**config.mk**
```make
export PLATFORM = sky130hd
export DESIGN_NAME = idcp_scan
export DESIGN_NICKNAME = d
export VERILOG_FILES = /design/src/hw/rtl/idcp_pkg.sv /design/src/hw/rtl/idcp_scan.sv
export SDC_FILE = /design/constraint.sdc
export NUM_CORES = 1
export LEC_CHECK = 0
export BUFFER_PORTS_ARGS = -buffer_cell sky130_fd_sc_hd__buf_2
export CAP_MARGIN = 20
export CORE_ASPECT_RATIO = 1.1
export CORE_MARGIN = 1.5
export CORE_UTILIZATION = 45
export CTS_BUF_LIST = sky130_fd_sc_hd__clkbuf_4 sky130_fd_sc_hd__clkbuf_8
export DETAILED_ROUTE_END_ITERATION = 8
export GPL_ROUTABILITY_DRIVEN = 0
export GPL_TIMING_DRIVEN = 1
export PLACE_DENSITY_LB_ADDON = 0.05
export SETUP_SLACK_MARGIN = 0.3
export SYNTH_ARGS = -nofsm -noshare
export SYNTH_HDL_FRONTEND = slang
export SYNTH_SLANG_ARGS = --single-unit
```
**constraint.sdc**
```tcl
create_clock -name clk -period 6.7 [get_ports clk]
set_input_delay 0.67 -clock clk [delete_from_list [all_inputs] [get_ports clk]]
set_output_delay 0.67 -clock clk [all_outputs]
set_load 0.005 [all_outputs]
```
**src/hw/rtl/idcp_pkg.sv**
```systemverilog
// ----------------------------------------------------------------------------
// idcp_pkg
// Types and fixed constants shared by the delta colour predictor.
// ----------------------------------------------------------------------------
package idcp_pkg;

	localparam int CHAN_W    = 8;
	localparam int NUM_CHAN  = 4;
	localparam int WIDTH_W   = 13;
	localparam int HEIGHT_W  = 16;
	localparam int CFG_W     = 16;
	localparam int CFG_IDX_W = 1;

	// register indexes of the configuration port
	localparam logic [CFG_IDX_W-1:0] REG_WIDTH  = 1'b0;
	localparam logic [CFG_IDX_W-1:0] REG_HEIGHT = 1'b1;

	// chan0 sits in the low byte, matching memory order of the pixel
	typedef struct packed {
		logic [CHAN_W-1:0] chan3;
		logic [CHAN_W-1:0] chan2;
		logic [CHAN_W-1:0] chan1;
		logic [CHAN_W-1:0] chan0;
	} pixel_t;

	typedef struct packed {
		logic [CHAN_W-1:0] res0;
		logic [CHAN_W-1:0] res1;
		logic [CHAN_W-1:0] res2;
		logic [CHAN_W-1:0] res3;
		logic              band_end;
		logic              image_end;
	} result_t;

	// position of a pixel in the raster, worked out when it is accepted
	typedef struct packed {
		logic first_row;
		logic row_start;
		logic band_end;
		logic image_end;
	} ctl_t;

endpackage

```
**src/hw/rtl/idcp_scan.sv**
```systemverilog
// ----------------------------------------------------------------------------
// idcp_scan
// Configuration registers and raster position counters.
// ----------------------------------------------------------------------------
module idcp_scan #(
	parameter int MAX_WIDTH = 4096,
	parameter int BAND_ROWS = 4,
	localparam int CW = $clog2(MAX_WIDTH)
) (
	input  logic                                clk,
	input  logic                                arst_n,
	input  logic                                cfg_we,
	input  logic [idcp_pkg::CFG_IDX_W-1:0]      cfg_index,
	input  logic [idcp_pkg::CFG_W-1:0]          cfg_data,
	input  logic                                advance,
	output logic [CW-1:0]                       col,
	output idcp_pkg::ctl_t                      ctl
);

	localparam int WW = ((CW + 1) > idcp_pkg::WIDTH_W) ? (CW + 1) : idcp_pkg::WIDTH_W;
	localparam int BW = (BAND_ROWS > 1) ? $clog2(BAND_ROWS) : 1;
	localparam logic [WW-1:0] MAXW      = WW'(MAX_WIDTH);
	localparam logic [BW-1:0] BAND_LAST = BW'(BAND_ROWS - 1);

	logic [idcp_pkg::WIDTH_W-1:0]  width_q;
	logic [idcp_pkg::HEIGHT_W-1:0] height_q;
	logic [CW-1:0]                 col_q;
	logic [idcp_pkg::HEIGHT_W-1:0] row_q;
	logic [BW-1:0]                 band_q;

	logic [WW-1:0] width_ext;
	logic [WW-1:0] eff_width;
	logic [WW-1:0] col_next;
	logic [idcp_pkg::HEIGHT_W:0] row_next;
	logic row_last;
	logic img_last;

	always_ff @(posedge clk or negedge arst_n) begin
		if (!arst_n) begin
			width_q  <= idcp_pkg::WIDTH_W'(1);
			height_q <= idcp_pkg::HEIGHT_W'(1);
		end else if (cfg_we) begin
			unique case (cfg_index)
				idcp_pkg::REG_WIDTH:  width_q  <= cfg_data[idcp_pkg::WIDTH_W-1:0];
				idcp_pkg::REG_HEIGHT: height_q <= cfg_data;
				default: ;
			endcase
		end
	end

	// a zero register falls out of the >= compares as one
	assign width_ext = WW'(width_q);
	assign eff_width = (width_ext > MAXW) ? MAXW : width_ext;
	assign col_next  = WW'(col_q) + WW'(1);
	assign row_next  = {1'b0, row_q} + (idcp_pkg::HEIGHT_W + 1)'(1);
	assign row_last  = (col_next >= eff_width);
	assign img_last  = row_last && (row_next >= {1'b0, height_q});

	assign col = col_q;
	always_comb begin
		ctl.first_row = (row_q == '0);
		ctl.row_start = (col_q == '0);
		ctl.band_end  = row_last && ((band_q == BAND_LAST) || img_last);
		ctl.image_end = img_last;
	end

	always_ff @(posedge clk or negedge arst_n) begin
		if (!arst_n) begin
			col_q  <= '0;
			row_q  <= '0;
			band_q <= '0;
		end else if (advance) begin
			if (!row_last) begin
				col_q <= col_next[CW-1:0];
			end else begin
				col_q <= '0;
				if (img_last) begin
					row_q  <= '0;
					band_q <= '0;
				end else begin
					row_q  <= row_next[idcp_pkg::HEIGHT_W-1:0];
					band_q <= (band_q == BAND_LAST) ? '0 : band_q + BW'(1);
				end
			end
		end
	end

endmodule

```
; ---- Word level (Yosys, flattened, before mapping)
; Index checks and enable logic that the tools add are counted.
[word_totals]
wordCells = 26
romBits = 0
in_bits = 21
ram_bits = 0
latchBits = 0
n_memories = 0
regBits = 59
[op_classes]
reduce_logical = 8
eq_ne = 1
addsub = 3
n_shift = 0
bitwise_logic = 1
n_lt_le_gt_ge = 3
div = 0
n_mul = 0
muxes = 5
[op_table]
columns = op, count
row1 = "16-bit by 1-bit adder with 17-bit output, second input constant", 1
row2 = 17-bit by 16-bit greater-or-equal comparator with 1-bit output, 1
row3 = 16-bit zero test, 1
row4 = 16-bit two-way mux, 1
row5 = "12-bit by 1-bit adder with 13-bit output, second input constant", 1
row6 = 13-bit greater-or-equal comparator, 1
row7 = "13-bit > comparator, second input constant", 1
row8 = 13-bit two-way mux, 1
row9 = 12-bit zero test, 1
row10 = 12-bit two-way mux, 1
row11 = 2-bit AND reduction, 3
row12 = 2-bit two-way mux, 2
row13 = "2-bit by 1-bit adder with 2-bit output, second input constant", 1
row14 = "2-bit equality test, second input constant", 1
row15 = 1-bit logical AND, 2
row16 = 1-bit logical OR, 1
row17 = 1-bit inverter, 1

; ---- Logic depth before layout (Yosys ltp)
[depth]
depth_word = 6
ltp_mapped = 15

; ---- Worst setup path before layout
; No wires, ideal clock.
[synth_timing]
path_kind = register -> output
from = register col_q[2], in the netlist col[2]
to = output ctl[0] in the netlist's numbering
stages_incl_launch_ff = 13
setup_slack_ps = 2983
t_required_ps = 6030
arrival_ps = 3047
n_path_buf = 2
cell_sequence = dfrtp_1 > clkbuf_1 > nand3_1 > nor3_1 > and3_1 > nand3_1 > xnor2_1 > ha_1 > nand3_1 > o41ai_4 > nor2_4 > nor2b_1 > buf_4
[synth_via]
elab_chain_cells = 3
[synth_lines]
columns = item, line
row1 = "start, declared", idcp_scan.sv:27  ; logic [CW-1:0] col_q;
row2 = "start signal, assigned", idcp_scan.sv:74  ; col_q <= col_next[CW-1:0];
row3 = 12-bit by 1-bit adder with 13-bit output, idcp_scan.sv:54  ; assign col_next = WW'(col_q) + WW'(1);
row4 = 13-bit greater-or-equal comparator, idcp_scan.sv:56  ; assign row_last = (col_next >= eff_width);
row5 = 1-bit logical AND, idcp_scan.sv:57  ; assign img_last = row_last && (row_next >= {1'b0, height_q});
row6 = "end, declared", idcp_scan.sv:17  ; output idcp_pkg::ctl_t ctl
; No other way between the ends.

==> summary.md <==
| Metric | Value |
|---|---|
| Hold Fails Final Rpt | 0 |
| Antenna violations before repair | 0 |
| Final nets | 480 |
| Crit Path Max Fanout | 10 |
| Cell area after synthesis | 3770 um^2 |
| Seq/Total Area, Yosys | 0.392 |
| Post-CTS sizing | 0 |
| Die Width | 90.3 um |
| I/O pin count | 37 |
| CP most frequent cell | nand3_1 |
| Inserted Diodes | 0 |
| Gr usage total | 0.195 |
| Crit path max-delay family | simple AND/OR/NAND/NOR gates |
| Core Region | 8040 um^2 |
| Syn_area_per_cell | 9.56 um^2 |
| Die Ht | 99.1 um |
| Layout cells sized above 1 | 0.212 |
| Initial Util | 0.469 |
| Ys async rst share | 1.00 |
| Syn nets | 450 |
| Final Cycle Share | 0.651 |
| Num rows | 34 |
| H-tree depth | 3 |
| Post-Route Setup TNS | 0 ns |
| Area grow syn2layout | 12.0% |
| Full die area | 8950 um^2 |
| # placed instances | 522 |
| Clock latency on the worst-skew pair | 0.34 ns |
| Startpoint types | flip-flop |
| Via count | 2,829 |
| Final Non-Filler Cells | 538 |
| Final wirelength | 7.93 mm |
| Final Critical Period | 4.36 ns |
| Post-DRT Antenna Nets | 0 |
| CTS tree | done |
| Hold WS | 0.474 ns |
| Post-route DRC violation count | 0 |
| Worst-path cell chain | nand3_1 > nor3_1 > and3_1 > nand3_1 > xnor2_1 > ha_1 > nand3_1 > o41ai_4 > nor2_4 > nor2b_1 > buf_2 |
| Synth warn | 0 |
| WL per Instance | 14.7 um |
| Via/cell ratio | 5.26 |
| Remaining Overflow, GRT | 0 |
| Max-slew headroom | 0.489 |
| CTS root buf | clkbuf_8 |
| Critical Path RT | 6.03 ns |
| Actual slew at the worst max-slew pin | 0.765 ns |
| Drt first pass iters | 4 |
| CP bufs+invs | 1 |
| PwrDens | 284 nW/um^2 |
| Setup Viol. Count Final | 0 |
| Multi-input logic area | 2090 um^2 |
| Status | completed |
| Clock sinks | 59 |
| HPWL after detailed placement | 5.97 mm |
| Max incr delay on CP | 0.79 ns |
| Setup CP Type | reg2out |
| Setup crit end kind | primary output |
| Peak supply drop | 0.000184 V |
| Starting DRT DRC Count | 93 |
| Gate Count Post-Synth | 395 |
| First-pass GRT wire length | 13.8 mm |
| Largest net degree at the start of global routing | 60 |
| Achievable frequency | 229 MHz |
| Hold Path Class | in2async |
| Layout fillers | 758 |
| Unrepaired setup endpoints after global routing | false |
| Cell area after layout | 4230 um^2 |
| Leakage | 0.00204 uW |
| Yosys cell types | 47 |
| Worst-path clk slew | 0.07 ns |
| Post-cts hold buffer count | 0 |
| Critical path's slowest cell | o41ai_4 |
| Number of max-cap violations | 0 |
| Data arrival, critical path | 3.69 ns |
| Reg area | 1480 um^2 |
| Number of synthesized register bits | 59 |
| Setup Buffers After CTS | 0 |
| Clock Tree Buf Depth | 2 |
| Main flop type after synthesis | dfrtp_1 |
| Post-synth EDFFs | 0 |
| Vias in the first global route | 2,838 |
| IO buf count | 36 |
| Num CTS Buffers | 9 |
| Dpl cell area | 4020 um^2 |
| Clock skew | 0.00902 ns |
| Power Total | 1200 uW |
| Final Slew Violations | 0 |
## stage by stage
| stage | utilization | worst slack (ns) |
|---|---|---|
| detailed placement | 0.500 | 2.69 |
| CTS | 0.526 | 2.32 |
| finish | 0.526 | 2.34 |
| floorplan | - | 2.98 |
| global placement | 0.500 | 2.86 |
| global route | 0.526 | 1.97 |
## worst paths after layout
path                       slack, ns  depth (start not counted)      start          end
hold / removal                  0.47                          2     arst_n  height_q[7]
min in group clk                0.49                          2  band_q[1]    band_q[1]
setup / recovery                2.34                         11     col[2]       ctl[0]
max in group asynchronous       5.71                          2     arst_n       col[2]
hold reg to reg                 0.49                          2  band_q[1]    band_q[1]
setup reg to reg                2.72                         12     col[2]    row_q[14]
## area by class of cell
class | instances | share of cell area
clock buffer | 12 | 0.0376
tap | 108 | 0.0320
clock inverter | 4 | 0.0115
sequential | 59 | 0.350
inverter | 31 | 0.0275
multi-input combinational | 285 | 0.493
timing repair buffer | 39 | 0.0480
## synth_stat cells (6+ instances only)
master | instances | area, um^2
nand2_1 | 48 | 180
inv_1 | 31 | 116
nor4_1 | 6 | 37.5
ha_1 | 34 | 425
xor2_1 | 7 | 61.3
xnor2_1 | 16 | 140
o31ai_1 | 13 | 97.6
dfrtp_1 | 57 | 1430
nor2_1 | 21 | 78.8
nor2b_1 | 6 | 37.5
nand3_1 | 18 | 90.1
nand4_1 | 8 | 50.1
clkbuf_1 | 12 | 45.0
buf_2 | 6 | 30.0
mux2_2 | 29 | 327
nand2b_1 | 12 | 75.1
o21ai_0 | 21 | 105
## cells in the final DEF (no fill, tap or decap), types with 2 or more instances in the layout
cell type,synthesis,final
nor2_1,21,21
xnor2_1,16,16
dfstp_2,2,2
buf_4,1,3
ha_1,34,34
a22o_1,2,2
clkinv_2,0,2
o21ai_0,21,21
nor4_1,6,6
nor3_1,4,4
nor2b_1,6,6
a21o_1,5,5
mux2_2,29,29
mux2i_1,2,2
xor2_1,7,7
and3_1,5,5
a21oi_1,4,4
o31ai_1,13,13
nand2b_1,12,12
dfrtp_1,57,57
clkbuf_8,0,11
a221o_1,3,3
nand4_1,8,8
inv_1,31,31
nand2_1,48,48
buf_2,6,36
nand3_1,18,18
o41ai_1,2,2
## sequential cells by signal (all words and copies together) (netlist names)
name,flops
row_q,16
height_q,16
band_q,2
col,12
width_ext,13
## routing by layer
metal  up-vias  part of all wire  track usage
met4         0             0.015       0.0757
met3        10             0.020       0.0309
met2        29              0.49        0.334
met1      1347              0.47        0.249
met5         -                 0            0
li1       1443                 -            -
## power by group
group / total (uW) / switching, uW / internal (uW)
Sequential: 482 / 66.2 / 415
Clock: 340 / 145 / 196
Combinational: 376 / 203 / 173
Total: 1200 / 414 / 784
## cell families (layout without fill, tap and decap cells)
family	count (synthesis)	after routing	synth area share
multiplexers	31	31	0.0918
buffers and inverters	51	86	0.0557
AND/OR/NAND/NOR	134	134	0.172
adder cells (fa/ha/maj)	34	34	0.113
AO/OA/AOI/OAI	63	63	0.122
flip-flops	59	59	0.392
XOR/XNOR	23	23	0.0534
(Power assumes the default switching activity.)
