===== src/hw/rtl/idcp_pkg.sv =====
// ----------------------------------------------------------------------------
// idcp_pkg
// Types and fixed constants shared by the delta colour predictor.
// ----------------------------------------------------------------------------
package idcp_pkg;

	localparam int CHAN_W    = 8;
	localparam int NUM_CHAN  = 4;
	localparam int WIDTH_W   = 13;
	localparam int HEIGHT_W  = 16;
	localparam int CFG_W     = 16;
	localparam int CFG_IDX_W = 1;

	// register indexes of the configuration port
	localparam logic [CFG_IDX_W-1:0] REG_WIDTH  = 1'b0;
	localparam logic [CFG_IDX_W-1:0] REG_HEIGHT = 1'b1;

	// chan0 sits in the low byte, matching memory order of the pixel
	typedef struct packed {
		logic [CHAN_W-1:0] chan3;
		logic [CHAN_W-1:0] chan2;
		logic [CHAN_W-1:0] chan1;
		logic [CHAN_W-1:0] chan0;
	} pixel_t;

	typedef struct packed {
		logic [CHAN_W-1:0] res0;
		logic [CHAN_W-1:0] res1;
		logic [CHAN_W-1:0] res2;
		logic [CHAN_W-1:0] res3;
		logic              band_end;
		logic              image_end;
	} result_t;

	// position of a pixel in the raster, worked out when it is accepted
	typedef struct packed {
		logic first_row;
		logic row_start;
		logic band_end;
		logic image_end;
	} ctl_t;

endpackage


===== src/hw/rtl/idcp_residual.sv =====
// ----------------------------------------------------------------------------
// idcp_residual
// Vertical and horizontal deltas, green decorrelation and the output register.
// ----------------------------------------------------------------------------
module idcp_residual (
	input  logic               clk,
	input  logic               arst_n,
	input  logic               load,
	input  idcp_pkg::pixel_t   pix_s1,
	input  idcp_pkg::pixel_t   above_s1,
	input  idcp_pkg::ctl_t     ctl_s1,
	input  logic               res_stall,
	output logic               ready,
	output logic               res_valid,
	output idcp_pkg::result_t  res
);

	logic [idcp_pkg::NUM_CHAN-1:0][idcp_pkg::CHAN_W-1:0] cur;
	logic [idcp_pkg::NUM_CHAN-1:0][idcp_pkg::CHAN_W-1:0] up;
	logic [idcp_pkg::NUM_CHAN-1:0][idcp_pkg::CHAN_W-1:0] left;
	logic [idcp_pkg::NUM_CHAN-1:0][idcp_pkg::CHAN_W-1:0] vdiff;
	logic [idcp_pkg::NUM_CHAN-1:0][idcp_pkg::CHAN_W-1:0] resid;
	logic [idcp_pkg::NUM_CHAN-1:0][idcp_pkg::CHAN_W-1:0] left_q;

	logic              res_valid_s2;
	idcp_pkg::result_t res_s2;

	assign cur  = pix_s1;
	assign up   = ctl_s1.first_row ? '0 : above_s1;
	assign left = ctl_s1.row_start ? '0 : left_q;

	always_comb begin
		for (int c = 0; c < idcp_pkg::NUM_CHAN; c++) begin
			vdiff[c] = cur[c] - up[c];
			resid[c] = vdiff[c] - left[c];
		end
	end

	assign ready = !res_valid_s2 || !res_stall;

	always_ff @(posedge clk or negedge arst_n) begin
		if (!arst_n) begin
			left_q       <= '0;
			res_valid_s2 <= 1'b0;
		end else begin
			if (load) begin
				left_q <= vdiff;
			end
			if (ready) begin
				res_valid_s2 <= load;
			end
		end
	end

	always_ff @(posedge clk) begin
		if (load) begin
			res_s2.res0      <= resid[0] - resid[1];
			res_s2.res1      <= resid[1];
			res_s2.res2      <= resid[2] - resid[1];
			res_s2.res3      <= resid[3];
			res_s2.band_end  <= ctl_s1.band_end;
			res_s2.image_end <= ctl_s1.image_end;
		end
	end

	assign res_valid = res_valid_s2;
	assign res       = res_s2;

endmodule


===== config.mk =====
export PLATFORM = sky130hd
export DESIGN_NAME = idcp_residual
export DESIGN_NICKNAME = d
export VERILOG_FILES = /design/src/hw/rtl/idcp_pkg.sv /design/src/hw/rtl/idcp_residual.sv
export SDC_FILE = /design/constraint.sdc
export NUM_CORES = 1
export LEC_CHECK = 0
export BUFFER_PORTS_ARGS = -buffer_cell sky130_fd_sc_hd__buf_2
export CAP_MARGIN = 20
export CORE_MARGIN = 3
export CORE_UTILIZATION = 55
export DETAILED_ROUTE_END_ITERATION = 6
export GPL_ROUTABILITY_DRIVEN = 0
export PLACE_DENSITY = 0.89
export SLEW_MARGIN = 20
export SYNTH_ARGS = -nofsm -noshare
export SYNTH_HDL_FRONTEND = slang
export SYNTH_SLANG_ARGS = --single-unit

===== constraint.sdc =====
create_clock -name clk -period 4.5 [get_ports clk]
set_clock_uncertainty 0.15 [all_clocks]
set_input_delay 0 -clock clk [delete_from_list [all_inputs] [get_ports clk]]
set_output_delay 0 -clock clk [all_outputs]
set_load 0.02 [all_outputs]

Word-level counts from Yosys, hierarchy flattened
Index checks and enable logic that the tools add are counted.
{"block": "word_totals", "inputBits": 72, "word_cells": 26, "romBits": 0, "memories": 0, "output_inout_bits": 36, "ff_bits": 67, "latch_bits": 0, "ramBits": 0}
{"block": "classes", "n_mux": 2, "reduce_logical": 3, "n_shift": 0, "mul": 0, "div_mod_pow": 0, "order_cmp": 0, "addsub": 10, "bitwise": 0, "eq_ne": 0}
{"operator": "subtractor 8 bit", "count": 10}
{"operator": "2-to-1 mux 32 bit", "count": 2}
{"operator": "zero test 1 bit", "count": 2}
{"operator": "logical OR 1 bit", "count": 1}

Depth between registers and ports, before layout
Gate-level depths: netlist of run 1.
{"block": "depth", "ltp_word": 4, "depth_mapped": 21, "ltp_nobuf": 19}

Worst setup path before layout of run 1
Ideal clock, no wire load.
{"block": "synth_timing", "path_type": "in2reg", "from": "input ctl_s1[3] in the netlist's numbering", "to": "register res_s2, in the netlist res[17], data pin", "path_slack_ns": 0.278, "required_time_ns": 4.090, "arrival_time_ns": 3.812, "setup_time_ns": 0.260, "cell_stages": 19, "path_cell_list": "clkbuf_1 clkbuf_1 nand2b_1 fa_1 inv_1 fa_1 nand2b_1 o21ai_1 xor2_1 fa_1 inv_1 ha_1 nand2_1 o21ai_1 o21ai_1 nand2b_1 a21oi_1 xnor3_1 xnor2_1"}
{"element": "start: declaration", "line": "idcp_residual.sv:11", "source": "input idcp_pkg::ctl_t ctl_s1,"}
{"element": "end: declaration", "line": "idcp_residual.sv:26", "source": "idcp_pkg::result_t res_s2;"}

==> summary.md, run 1 <==
| Metric | Value |
|---|---|
| Post-cts sizing count | `0` |
| Post-synth EDFFs | `34` |
| Chip width | `103 um` |
| Max-cap violations | `0` |
| Avg Inst Size Synth | `10.9 sq um` |
| # DRC | `0` |
| Syn Inst Count | `474` |
| Number of global-route vias before repair | `3956` |
| Multi-input gate area | `3100 sq um` |
| Int Power | `2.27 mW` |
| Synth top area cells | `edfxtp_1 20%, dfrtp_1 16%, ha_1 14%` |
| Worst slew pin tran | `1010 ps` |
| Clock Pin Slew Worst Setup and Hold Paths | `70 ps` |
| Layout Utilization | `0.687` |
| Antenna cells | `0` |
| Synth Area in XOR/XNOR | `0.123` |
| Clock Latency Late Sink | `350 ps` |
| Clock power share | `0.131` |
| Final worst-path setup slack | `272 ps` |
| Most numerous cell in the Yosys netlist | `ha_1` |
| Fillers | `646` |
| DP Area | `5840 sq um` |
| Period utilization | `0.939` |
| Post-synth top cells | `59 x ha_1, 47 x inv_1, 47 x nand2b_1, 40 x xnor2_1, 34 x edfxtp_1` |
| Routed Antenna Nets | `0` |
| Unrepaired setup endpoints after global routing | `no` |
| Synth warn | `0` |
| RR Endpoint | `res[17]$_DFFE_PP_` |
| DIE AREA | `10600 sq um` |
| Critical path capture point type | `flop` |
| WL/cell | `15.3 um` |
| Reg area | `1850 sq um` |
| Post-CTS setup buffers | `0` |
| Main combinational cell family by area after synthesis | `adder cells` |
| CP required | `4440 ps` |
| Pre-CTS setup slack | `-16.9 ps` |
| Vias per cell | `5.28` |
| Top Ports | `108` |
| Clock Path Buffers | `2` |
| Crit start category | `input port` |
| Synth-to-layout area growth | `18.5%` |
| Worst Setup SP | `ctl_s1[3]` |
| H-tree level count | `3` |
| Net Switching | `1.53 mW` |
| Worst slew margin | `0.326` |
| Initial Utilization | `0.579` |
| Compound-Gate Fraction of Synth Area | `0.0962` |
| CTS buffer count | `9` |
| First-pass GRT wire length | `17.5 mm` |
| Share of cells above drive strength 1 | `0.270` |
| PortBufs | `107` |
| Commonest register cell after synthesis | `edfxtp_1` |
| Root Buffer | `clkbuf_8` |
| CP max stage delay | `560 ps` |
| Cell area after layout | `6140 sq um` |
| Drt total wl | `10.9 mm` |
| Origin of the critical flop-to-flop path | `left_q[8]$_DFFE_PN0P_` |
| FFs w/ async S/R, synth | `0.493` |
| Fin. max-slew vios | `0` |
| DR vias | `3747` |
| Simple-gate share of the synthesized area | `0.109` |
| Final Hold Vio Count | `0` |
| PD cells | `621 nW/um^2` |
| Core Rows | `34` |
| Seq cells post-synth | `67` |
| Sequential power share | `0.273` |
| Worst Hold Class | `input port to flop` |
| CTS Sinks | `67` |
| Slowest CP cell | `fa_1` |
| R2R depth | `14` |
| Initial antenna violation count | `0` |
| Synth area leader | `edfxtp_1` |
| Crit Path Max Fanout | `5` |
| Drt pass-1 iters | `6` |
| Max frequency | `237 MHz` |
| Hold wc startpoint | `pix_s1[6]` |
| Synth unique cells | `35` |
| Core area | `8930 sq um` |
| Tot GR Track Use | `0.214` |
| Max VDD drop | `0.299 mV` |
| Register area share after synthesis | `0.357` |
| Post-layout minimum cycle time | `4230 ps` |
| Final Setup Violations | `0` |
| Grt ovf | `0` |
| DP Wirelength | `8.44 mm` |
| Critical-path cell list | `buf_2 > nor2b_1 > ha_1 > inv_1 > fa_1 > inv_1 > fa_1 > xnor2_1 > fa_1 > inv_1 > ha_1 > a21oi_1 > o21ai_1 > o21ai_1 > nand2b_1 > a21oi_1 > xnor3_1 > xnor2_1` |
| Combinational share of power | `0.596` |
| Multiplexer area fraction after synthesis | `0.0587` |
| Switching share of power | `0.403` |
| Crit path kind | `input port to flop` |
| Total nets after synthesis | `623` |
| Adder-cell share of the synthesized area | `0.212` |
| Post-synth top area share | `0.197` |
| Drt initial violations | `137` |
| Final #Nets | `745` |
| Largest net degree at the start of global routing | `46` |
| Die Y-Extent | `103 um` |
| CTS tree | `built` |
| Setup TNS | `0 ps` |
| Syn Std Cell Area | `5180 sq um` |
| Static leakage | `2.91 nW` |
| R2R setup slack | `330 ps` |
| Critical Path AT | `4170 ps` |
| Worst setup path end | `res[17]$_DFFE_PP_` |
| Status | `finished clean` |
-- worst min-delay path by stage --
stage | to | slack, ps | cells after the start
final | left_q[6]$_DFFE_PN0P_ | 40 | 4
after global placement | res_valid$_DFFE_PN0P_ | -40 | 1
after detailed placement | res_valid$_DFFE_PN0P_ | -40 | 1
after CTS | left_q[9]$_DFFE_PN0P_ | 20 | 3
after global routing | left_q[9]$_DFFE_PN0P_ | 30 | 3
after floorplan | left_q[0]$_DFFE_PN0P_ | -450 | 0
-- metrics by stage --
step	total power [mW]	std cells	hold slack [ps]
2_1_floorplan	2.76	474	-446
4_1_cts	3.82	709	20.4
5_1_grt	4.11	709	34.5
3_3_place_gp	3.16	683	-42.1
6_report	3.81	709	35.6
3_5_place_dp	3.30	683	-37.9
-- metal layers --
metal  wire, um  track usage  up-vias
met1       4240        0.241     1780
met5          0            0        -
li1           -            -     1829
met3        509       0.0304       31
met2       5780        0.393      107
met4        328        0.105        0
-- flip-flops by register name, indices dropped and copies added (netlist names) --
name,flops
res,34
left_q,32
res_valid,1
-- critical path: cells and delay by family --
family          cells  cell delay [ps]
buf+inv             4              340
fa+ha+maj           5             1950
simple gates        2              190
xor+xnor            3             1000
compound gates      4              690
-- cells by family after synthesis --
family,count (synthesis)
XOR/XNOR,62
AND/OR/NAND/NOR,99
adder cells (fa/ha/maj),77
multiplexers,28
AO/OA/AOI/OAI,79
buffers and inverters,62
flip-flops,67
-- placed cells by master, fill, tap and decap left out, drive strengths merged, types with 2 or more instances in the layout --
cell and count:
xnor3 2, fa 18, mux2 19, a21o 22, a31oi 2, edfxtp 34, nor3 2, dfrtp 33
nand2b 47, nand3b 2, o21bai 9, clkbuf 9, nor2 18, dlygate4sd3 10, mux2i 9, xor2 16
ha 59, buf 112, nand2 11, clkinv 5, xnor2 44, o21ai 10, a21oi 33, inv 51
o21a 2, or3 2, nor2b 16
-- power groups by stage --
stage | logic [mW] | clock network [mW] | registers (mW)
finish | 2.27 | 0.498 | 1.04
global route | 2.52 | 0.531 | 1.06
CTS | 2.27 | 0.503 | 1.04
detailed placement | 2.25 | 0 | 1.05
global placement | 2.11 | 0 | 1.05
floorplan | 1.55 | 0 | 1.21
-- timing repair --
item / 4_1_cts / 5_1_grt
hold endpoints to repair: 41 / 0
hold buffers: 10 / 0
setup endpoints to repair: 0 / 0
-- cell type report --
type | count | share of cell area
Sequential cell | 67 | 0.301
Clock inverter | 7 | 0.0112
Timing Repair Buffer | 122 | 0.110
Clock buffer | 9 | 0.0202
Tap cell | 108 | 0.0220
Inverter | 51 | 0.0312
Multi-Input combinational cell | 345 | 0.505
Power figures use the tool's default switching activity.
==> run 2: changes to the inputs <==
CAP_MARGIN = unset   (was 20)
CELL_PAD_IN_SITES_DETAIL_PLACEMENT = 0   (was unset)
CELL_PAD_IN_SITES_GLOBAL_PLACEMENT = 1   (was unset)
CORE_UTILIZATION = 39   (was 55)
PLACE_DENSITY = 0.86   (was 0.89)
clock period = 3.5 ns   (was 4.5 ns; I/O delays follow)
==> summary.md, run 2 (synthesis gave the netlist of run 1 again) <==
| Metric | Value |
|---|---|
| Core area | `12800 sq um (+43%)` |
| Post-layout minimum cycle time | `3730 ps` |
| DP Wirelength | `8.63 mm (+2.3%)` |
| Fin. max-slew vios | `0 (unchanged)` |
| Most frequent cells in the layout | `105 x buf_2, 46 x nand2b_1, 46 x buf_4` |
| Layout Utilization | `0.545 (-0.141)` |
| Hold wc startpoint | `pix_s1[15]` |
| Share of cells above drive strength 1 | `0.388 (+0.118)` |
| Hold depth | `4 (unchanged)` |
| Status | `complete, but fails checks` |
| Initial antenna violation count | `0 (unchanged)` |
| Crit start category | `input port` |
| Cell total after placement | `786 (+15%)` |
| Worst slew margin | `0.474 (+0.148)` |
| Clock Pin Slew Worst Setup and Hold Paths | `50 ps (-20 ps)` |
| CTS buffer count | `9 (unchanged)` |
| Clock Latency Late Sink | `330 ps (-20 ps)` |
| Failing checks | `setup timing` |
| Combinational share of power | `0.650 (+0.054)` |
| Critical path capture point type | `flop` |
| Largest register FFs | `34 (unchanged)` |
| CTS Sinks | `67 (unchanged)` |
| Clock Path Buffers | `2 (unchanged)` |
| Final #Nets | `787 (+5.6%)` |
| R2R depth | `14 (unchanged)` |
| Drt initial violations | `112 (-18%)` |
| Top Ports | `108 (unchanged)` |
| WL/cell | `13.6 um (-11%)` |
| DP Area | `6360 sq um (+8.8%)` |
| RR Endpoint | `res[33]$_DFFE_PP_` |
| Pre-CTS setup slack | `-760 ps (-743 ps)` |
| Routed Antenna Nets | `0 (unchanged)` |
| Non-Filler Instances | `814 (+15%)` |
| Synth-to-layout area growth | `34.6%` |
| Worst slew pin tran | `789 ps (-222 ps)` |
| Cell area after layout | `6970 sq um (+14%)` |
| Sequential power share | `0.220 (-0.053)` |
| Final worst-path setup slack | `-235 ps (-507 ps)` |
| H-tree level count | `3 (unchanged)` |
| Worst Hold Class | `input port to flop` |
| Final Hold Vio Count | `0 (unchanged)` |
| Drt total wl | `11.0 mm (+1.6%)` |
| Chip width | `121 um (+18%)` |
| Max frequency | `268 MHz` |
| Die Y-Extent | `121 um (+18%)` |
| Unrepaired setup endpoints after global routing | `yes` |
| Clock power share | `0.130 (about the same)` |
| Final Setup Violations | `3 (+3)` |
| Core Rows | `41 (+21%)` |
| Static leakage | `3.19 nW (+9.6%)` |
| Switching share of power | `0.375 (-0.0277)` |
| Grt ovf | `0 (unchanged)` |
| PortBufs | `107 (unchanged)` |
| Critical Path AT | `3650 ps (-520 ps)` |
| Net Switching | `2.30 mW (+50%)` |
| DR vias | `3767 (+0.53%)` |
| Most common cell after layout, fill and taps aside | `buf_2` |
| Fillers | `1083 (+68%)` |
| Worst Setup SP | `ctl_s1[3]` |
| Vias per cell | `4.63 (-12%)` |
| GRT busiest layer | `met2` |
| Tot GR Track Use | `0.158 (-0.0556)` |
| # DRC | `0 (unchanged)` |
| Period utilization | `1.07` |
| Crit Path Max Fanout | `3 (-2)` |
| Number of global-route vias before repair | `4037 (+2.0%)` |
| Max VDD drop | `0.460 mV (+54%)` |
| Drt pass-1 iters | `4 (-2)` |
| Largest net degree at the start of global routing | `34 (-26%)` |
| Met3 Use GR | `0.0210 (-0.00947)` |
| Int Power | `3.83 mW (+69%)` |
| CTS tree | `built` |
| DIE AREA | `14700 sq um (+38%)` |
| Initial Utilization | `0.405 (-0.174)` |
| PD cells | `880 nW/um^2 (+42%)` |
| Root Buffer | `clkbuf_16` |
| Max-cap violations | `0 (unchanged)` |
| R2R setup slack | `-180 ps (-510 ps)` |
| First-pass GRT wire length | `18.5 mm (+5.4%)` |
| Crit path kind | `input port to flop` |
| Met1 usage | `0.193 (-0.0477)` |
| Origin of the critical flop-to-flop path | `left_q[8]$_DFFE_PN0P_` |
| Hold endpoint | `left_q[15]$_DFFE_PN0P_` |
| CP required | `3420 ps (-1020 ps)` |
| Met2 usage | `0.283 (-0.110)` |
| Antenna cells | `0 (unchanged)` |
[run 2: worst max path at each step]
stage / endpoint / slack (ps)
3_3_place_gp: res[17]$_DFFE_PP_ / -650
3_5_place_dp: res[17]$_DFFE_PP_ / -760
4_1_cts: res[33]$_DFFE_PP_ / -230
5_1_grt: res[17]$_DFFE_PP_ / -410
2_1_floorplan: res[17]$_DFFE_PP_ / -380
6_report: res[33]$_DFFE_PP_ / -230
[run 2: timing repair]
| item | in CTS | in global routing |
|---|---|---|
| endpoints found under the setup margin | 6 | 6 |
| endpoints found under the hold margin | 44 | 0 |
| setup buffers | 1 | 2 |
| pin swaps | 26 | 19 |
| resized for setup | 19 | 22 |
| hold buffers | 10 | 0 |
[run 2: area by class of cell]
type                    instances  area, sq um  share of cell area
flip-flops and latches         67         1850               0.265
well taps                     172          215              0.0309
multi-input cells             345         3450               0.495
inverters                      51          191              0.0275
repair buffers                164         1010               0.145
clock buffers                  15          258              0.0370
[run 2: power groups by stage]
| stage | sequential, mW | clock [mW] | combinational, mW |
|---|---|---|---|
| 3_3_place_gp | 1.36 | 0 | 3.38 |
| 6_report | 1.35 | 0.800 | 3.99 |
| 3_5_place_dp | 1.36 | 0 | 3.50 |
| 2_1_floorplan | 1.56 | 0 | 2.18 |
| 5_1_grt | 1.37 | 0.856 | 4.43 |
| 4_1_cts | 1.35 | 0.822 | 3.79 |
[run 2: stage by stage]
step,hold slack [ps],TNS (ps),power [mW]
2_1_floorplan,-446,-899,3.73
3_3_place_gp,-5.77,-2850,4.74
3_5_place_dp,-9.74,-3800,4.87
4_1_cts,20.0,-433,5.96
5_1_grt,56.8,-1150,6.65
6_report,18.7,-517,6.14
[run 2: critical path, cell delays in order]
cell and delay, ps:
buf_8 100, nor2b_4 100, ha_2 180, inv_2 40, fa_2 620, inv_2 50
fa_2 360, nand2b_4 150, o21ai_4 230, a21o_1 190, a21oi_2 70, xnor2_2 260
fa_1 490, inv_2 90, ha_4 200, a21oi_2 140, xnor2_1 140, xnor3_1 230
[run 2: layer usage]
| metal | part of all wire | wire [um] |
|---|---|---|
| met5 | 0 | 0 |
| met4 | 0.022 | 240 |
| met3 | 0.032 | 350 |
| met2 | 0.52 | 5740 |
| met1 | 0.43 | 4700 |
==> run 3: changes to the inputs <==
RECOVER_POWER = 50   (was unset)
==> summary.md, run 3 (synthesis gave the netlist of run 1 again) <==
| Metric | Value |
|---|---|
| Drt total wl | `11.1 mm (+0.22%)` |
| RR Endpoint | `res[33]$_DFFE_PP_` |
| Routed Antenna Nets | `0 (unchanged)` |
| Drt pass-1 iters | `4 (unchanged)` |
| Grt ovf | `0 (unchanged)` |
| Initial Utilization | `0.405 (unchanged)` |
| H-tree level count | `3 (unchanged)` |
| Die Y-Extent | `121 um (unchanged)` |
| DR vias | `3766 (-0.027%)` |
| Worst slew pin tran | `1910 ps (+1120 ps)` |
| Max frequency | `268 MHz (about the same)` |
| Failing checks | `capacitance limit, slew limit, setup timing` |
| Unrepaired setup endpoints after global routing | `yes` |
| CP max stage delay | `620 ps (about the same)` |
| R2R depth | `14 (unchanged)` |
| DIE AREA | `14700 sq um (unchanged)` |
| CP bufs+invs | `4 (unchanged)` |
| Post-layout minimum cycle time | `3730 ps (+0.0920 ps)` |
| Slowest CP cell | `fa_2` |
| Clock Pin Slew Worst Setup and Hold Paths | `50 ps (about the same)` |
| Critical path capture point type | `flop` |
| Fin. max-slew vios | `34 (+34)` |
| CP required | `3420 ps (about the same)` |
| Max-cap violations | `1 (+1)` |
| CTS tree | `built` |
| Power Total | `6.10 mW (-0.61%)` |
| DP Wirelength | `8.63 mm (unchanged)` |
| PD cells | `882 nW/um^2 (+0.13%)` |
| Worst Setup SP | `ctl_s1[3]` |
| Worst slew margin | `-0.271 (-0.744)` |
| Crit Path Max Fanout | `3 (unchanged)` |
| Largest net degree at the start of global routing | `34 (unchanged)` |
| Final Setup Violations | `3 (unchanged)` |
| Most common cell after layout, fill and taps aside | `buf_2` |
| Drt initial violations | `112 (unchanged)` |
| Reg area | `1850 sq um (unchanged)` |
| Layout Utilization | `0.541 (-0.00402)` |
| Fillers | `1116 (+3.0%)` |
| Critical-path cell list | `buf_8 > nor2b_4 > ha_2 > inv_2 > fa_2 > inv_2 > fa_2 > nand2b_4 > o21ai_4 > a21o_1 > a21oi_2 > xnor2_2 > fa_1 > inv_2 > ha_4 > a21oi_2 > xnor2_1 > xnor3_1` |
| Tot GR Track Use | `0.158 (unchanged)` |
| Vias per cell | `4.63 (about the same)` |
| First-pass GRT wire length | `18.5 mm (unchanged)` |
| R2R setup slack | `-180 ps (about the same)` |
| Initial antenna violation count | `0 (unchanged)` |
| Top Ports | `108 (unchanged)` |
| Origin of the critical flop-to-flop path | `left_q[8]$_DFFE_PN0P_` |
| Root Buffer | `clkbuf_16` |
| Worst Hold Class | `input port to flop` |
| Most frequent cells in the layout | `67 x buf_2, 46 x nand2b_1, 45 x ha_1, 45 x buf_4, 44 x clkbuf_1` |
| Crit start category | `input port` |
| Critical Path AT | `3650 ps (about the same)` |
| PortBufs | `107 (unchanged)` |
| # DRC | `0 (unchanged)` |
| Core area | `12800 sq um (unchanged)` |
| CP Depth | `18 (unchanged)` |
| Cell total after placement | `786 (unchanged)` |
| Most frequent cell on the critical path | `inv_2` |
| Antenna cells | `0 (unchanged)` |
| Final Hold Vio Count | `0 (unchanged)` |
| Status | `complete, but fails checks` |
| Clock Latency Late Sink | `330 ps (about the same)` |
| Final worst-path setup slack | `-235 ps (-0.0920 ps)` |
| Chip width | `121 um (unchanged)` |
| Clock Path Buffers | `2 (unchanged)` |
| Number of global-route vias before repair | `4037 (unchanged)` |
| Max VDD drop | `0.459 mV (about the same)` |
| Period utilization | `1.07 (about the same)` |
| CP delay by family, top | `adder cells` |
| Crit path kind | `input port to flop` |
| Synth-to-layout area growth | `33.6%` |
| CTS Sinks | `67 (unchanged)` |
| Multi-input gate area | `3450 sq um (unchanged)` |
| Non-Filler Instances | `814 (unchanged)` |
| Worst setup path end | `res[33]$_DFFE_PP_` |
| CTS buffer count | `9 (unchanged)` |
| Share of cells above drive strength 1 | `0.327 (-0.0607)` |
| Static leakage | `3.08 nW (-3.4%)` |
| Final #Nets | `787 (unchanged)` |
| WL/cell | `13.6 um (+0.22%)` |
| Core Rows | `41 (unchanged)` |
| Largest register FFs | `34 (unchanged)` |
run 3: cell type report:
cell class,count,area share
Timing Repair Buffer,164,0.138
Inverter,51,0.0277
Tap cell,172,0.0311
Sequential cell,67,0.267
Multi-Input combinational cell,345,0.499
Clock buffer,15,0.0373
run 3: stage by stage:
| step | instance area [sq um] | TNS, ps | hold slack, ps | worst slack (ps) |
|---|---|---|---|---|
| final | 6920 | -517 | 19.0 | -235 |
| after global routing | 6920 | -1150 | 56.8 | -405 |
| after CTS | 6820 | -433 | 20.0 | -233 |
| after detailed placement | 6360 | -3800 | -9.74 | -760 |
| after global placement | 6360 | -2850 | -5.77 | -646 |
| after floorplan | 5330 | -899 | -446 | -381 |
run 3: how the worst min path moves through the flow:
stage	slack (ps)	from	endpoint	cells after the start
after floorplan	-450	arst_n	left_q[0]$_DFFE_PN0P_	0
after global placement	-6	arst_n	left_q[30]$_DFFE_PN0P_	1
after detailed placement	-10	arst_n	left_q[30]$_DFFE_PN0P_	1
after CTS	20	pix_s1[15]	left_q[15]$_DFFE_PN0P_	4
after global routing	60	pix_s1[15]	left_q[15]$_DFFE_PN0P_	4
final	20	pix_s1[15]	left_q[15]$_DFFE_PN0P_	4
run 3: layer usage:
metal  vias up  global-route usage  routed length, um
li1       1912                   -                  -
met1      1773               0.193               4720
met5         -                   0                  0
met3        17              0.0210                355
met4         0              0.0623                240
met2        64               0.283               5740
run 3: power breakdown:
| part | total (mW) | internal [mW] | switching [mW] |
|---|---|---|---|
| registers | 1.35 | 1.27 | 0.0869 |
| logic | 3.94 | 2.03 | 1.92 |
| clock network | 0.800 | 0.496 | 0.304 |
| total | 6.10 | 3.79 | 2.31 |
run 3: worst register-to-register path, delay by kind of cell (launching register included):
family | cells | cell delay, ps
AND/OR/NAND/NOR | 2 | 280
AO/OA/AOI/OAI | 4 | 630
adder cells (fa/ha/maj) | 4 | 1280
buffers and inverters | 1 | 90
flip-flops | 1 | 370
XOR/XNOR | 3 | 630
run 3: what timing repair did:
item                                    CTS  global route
resized for setup                        19            22
hold buffers                             10             0
gates cloned                              0             0
endpoints found under the setup margin    6             6
endpoints found under the hold margin    44             0
pin swaps                                26            19
setup buffers                             1             2
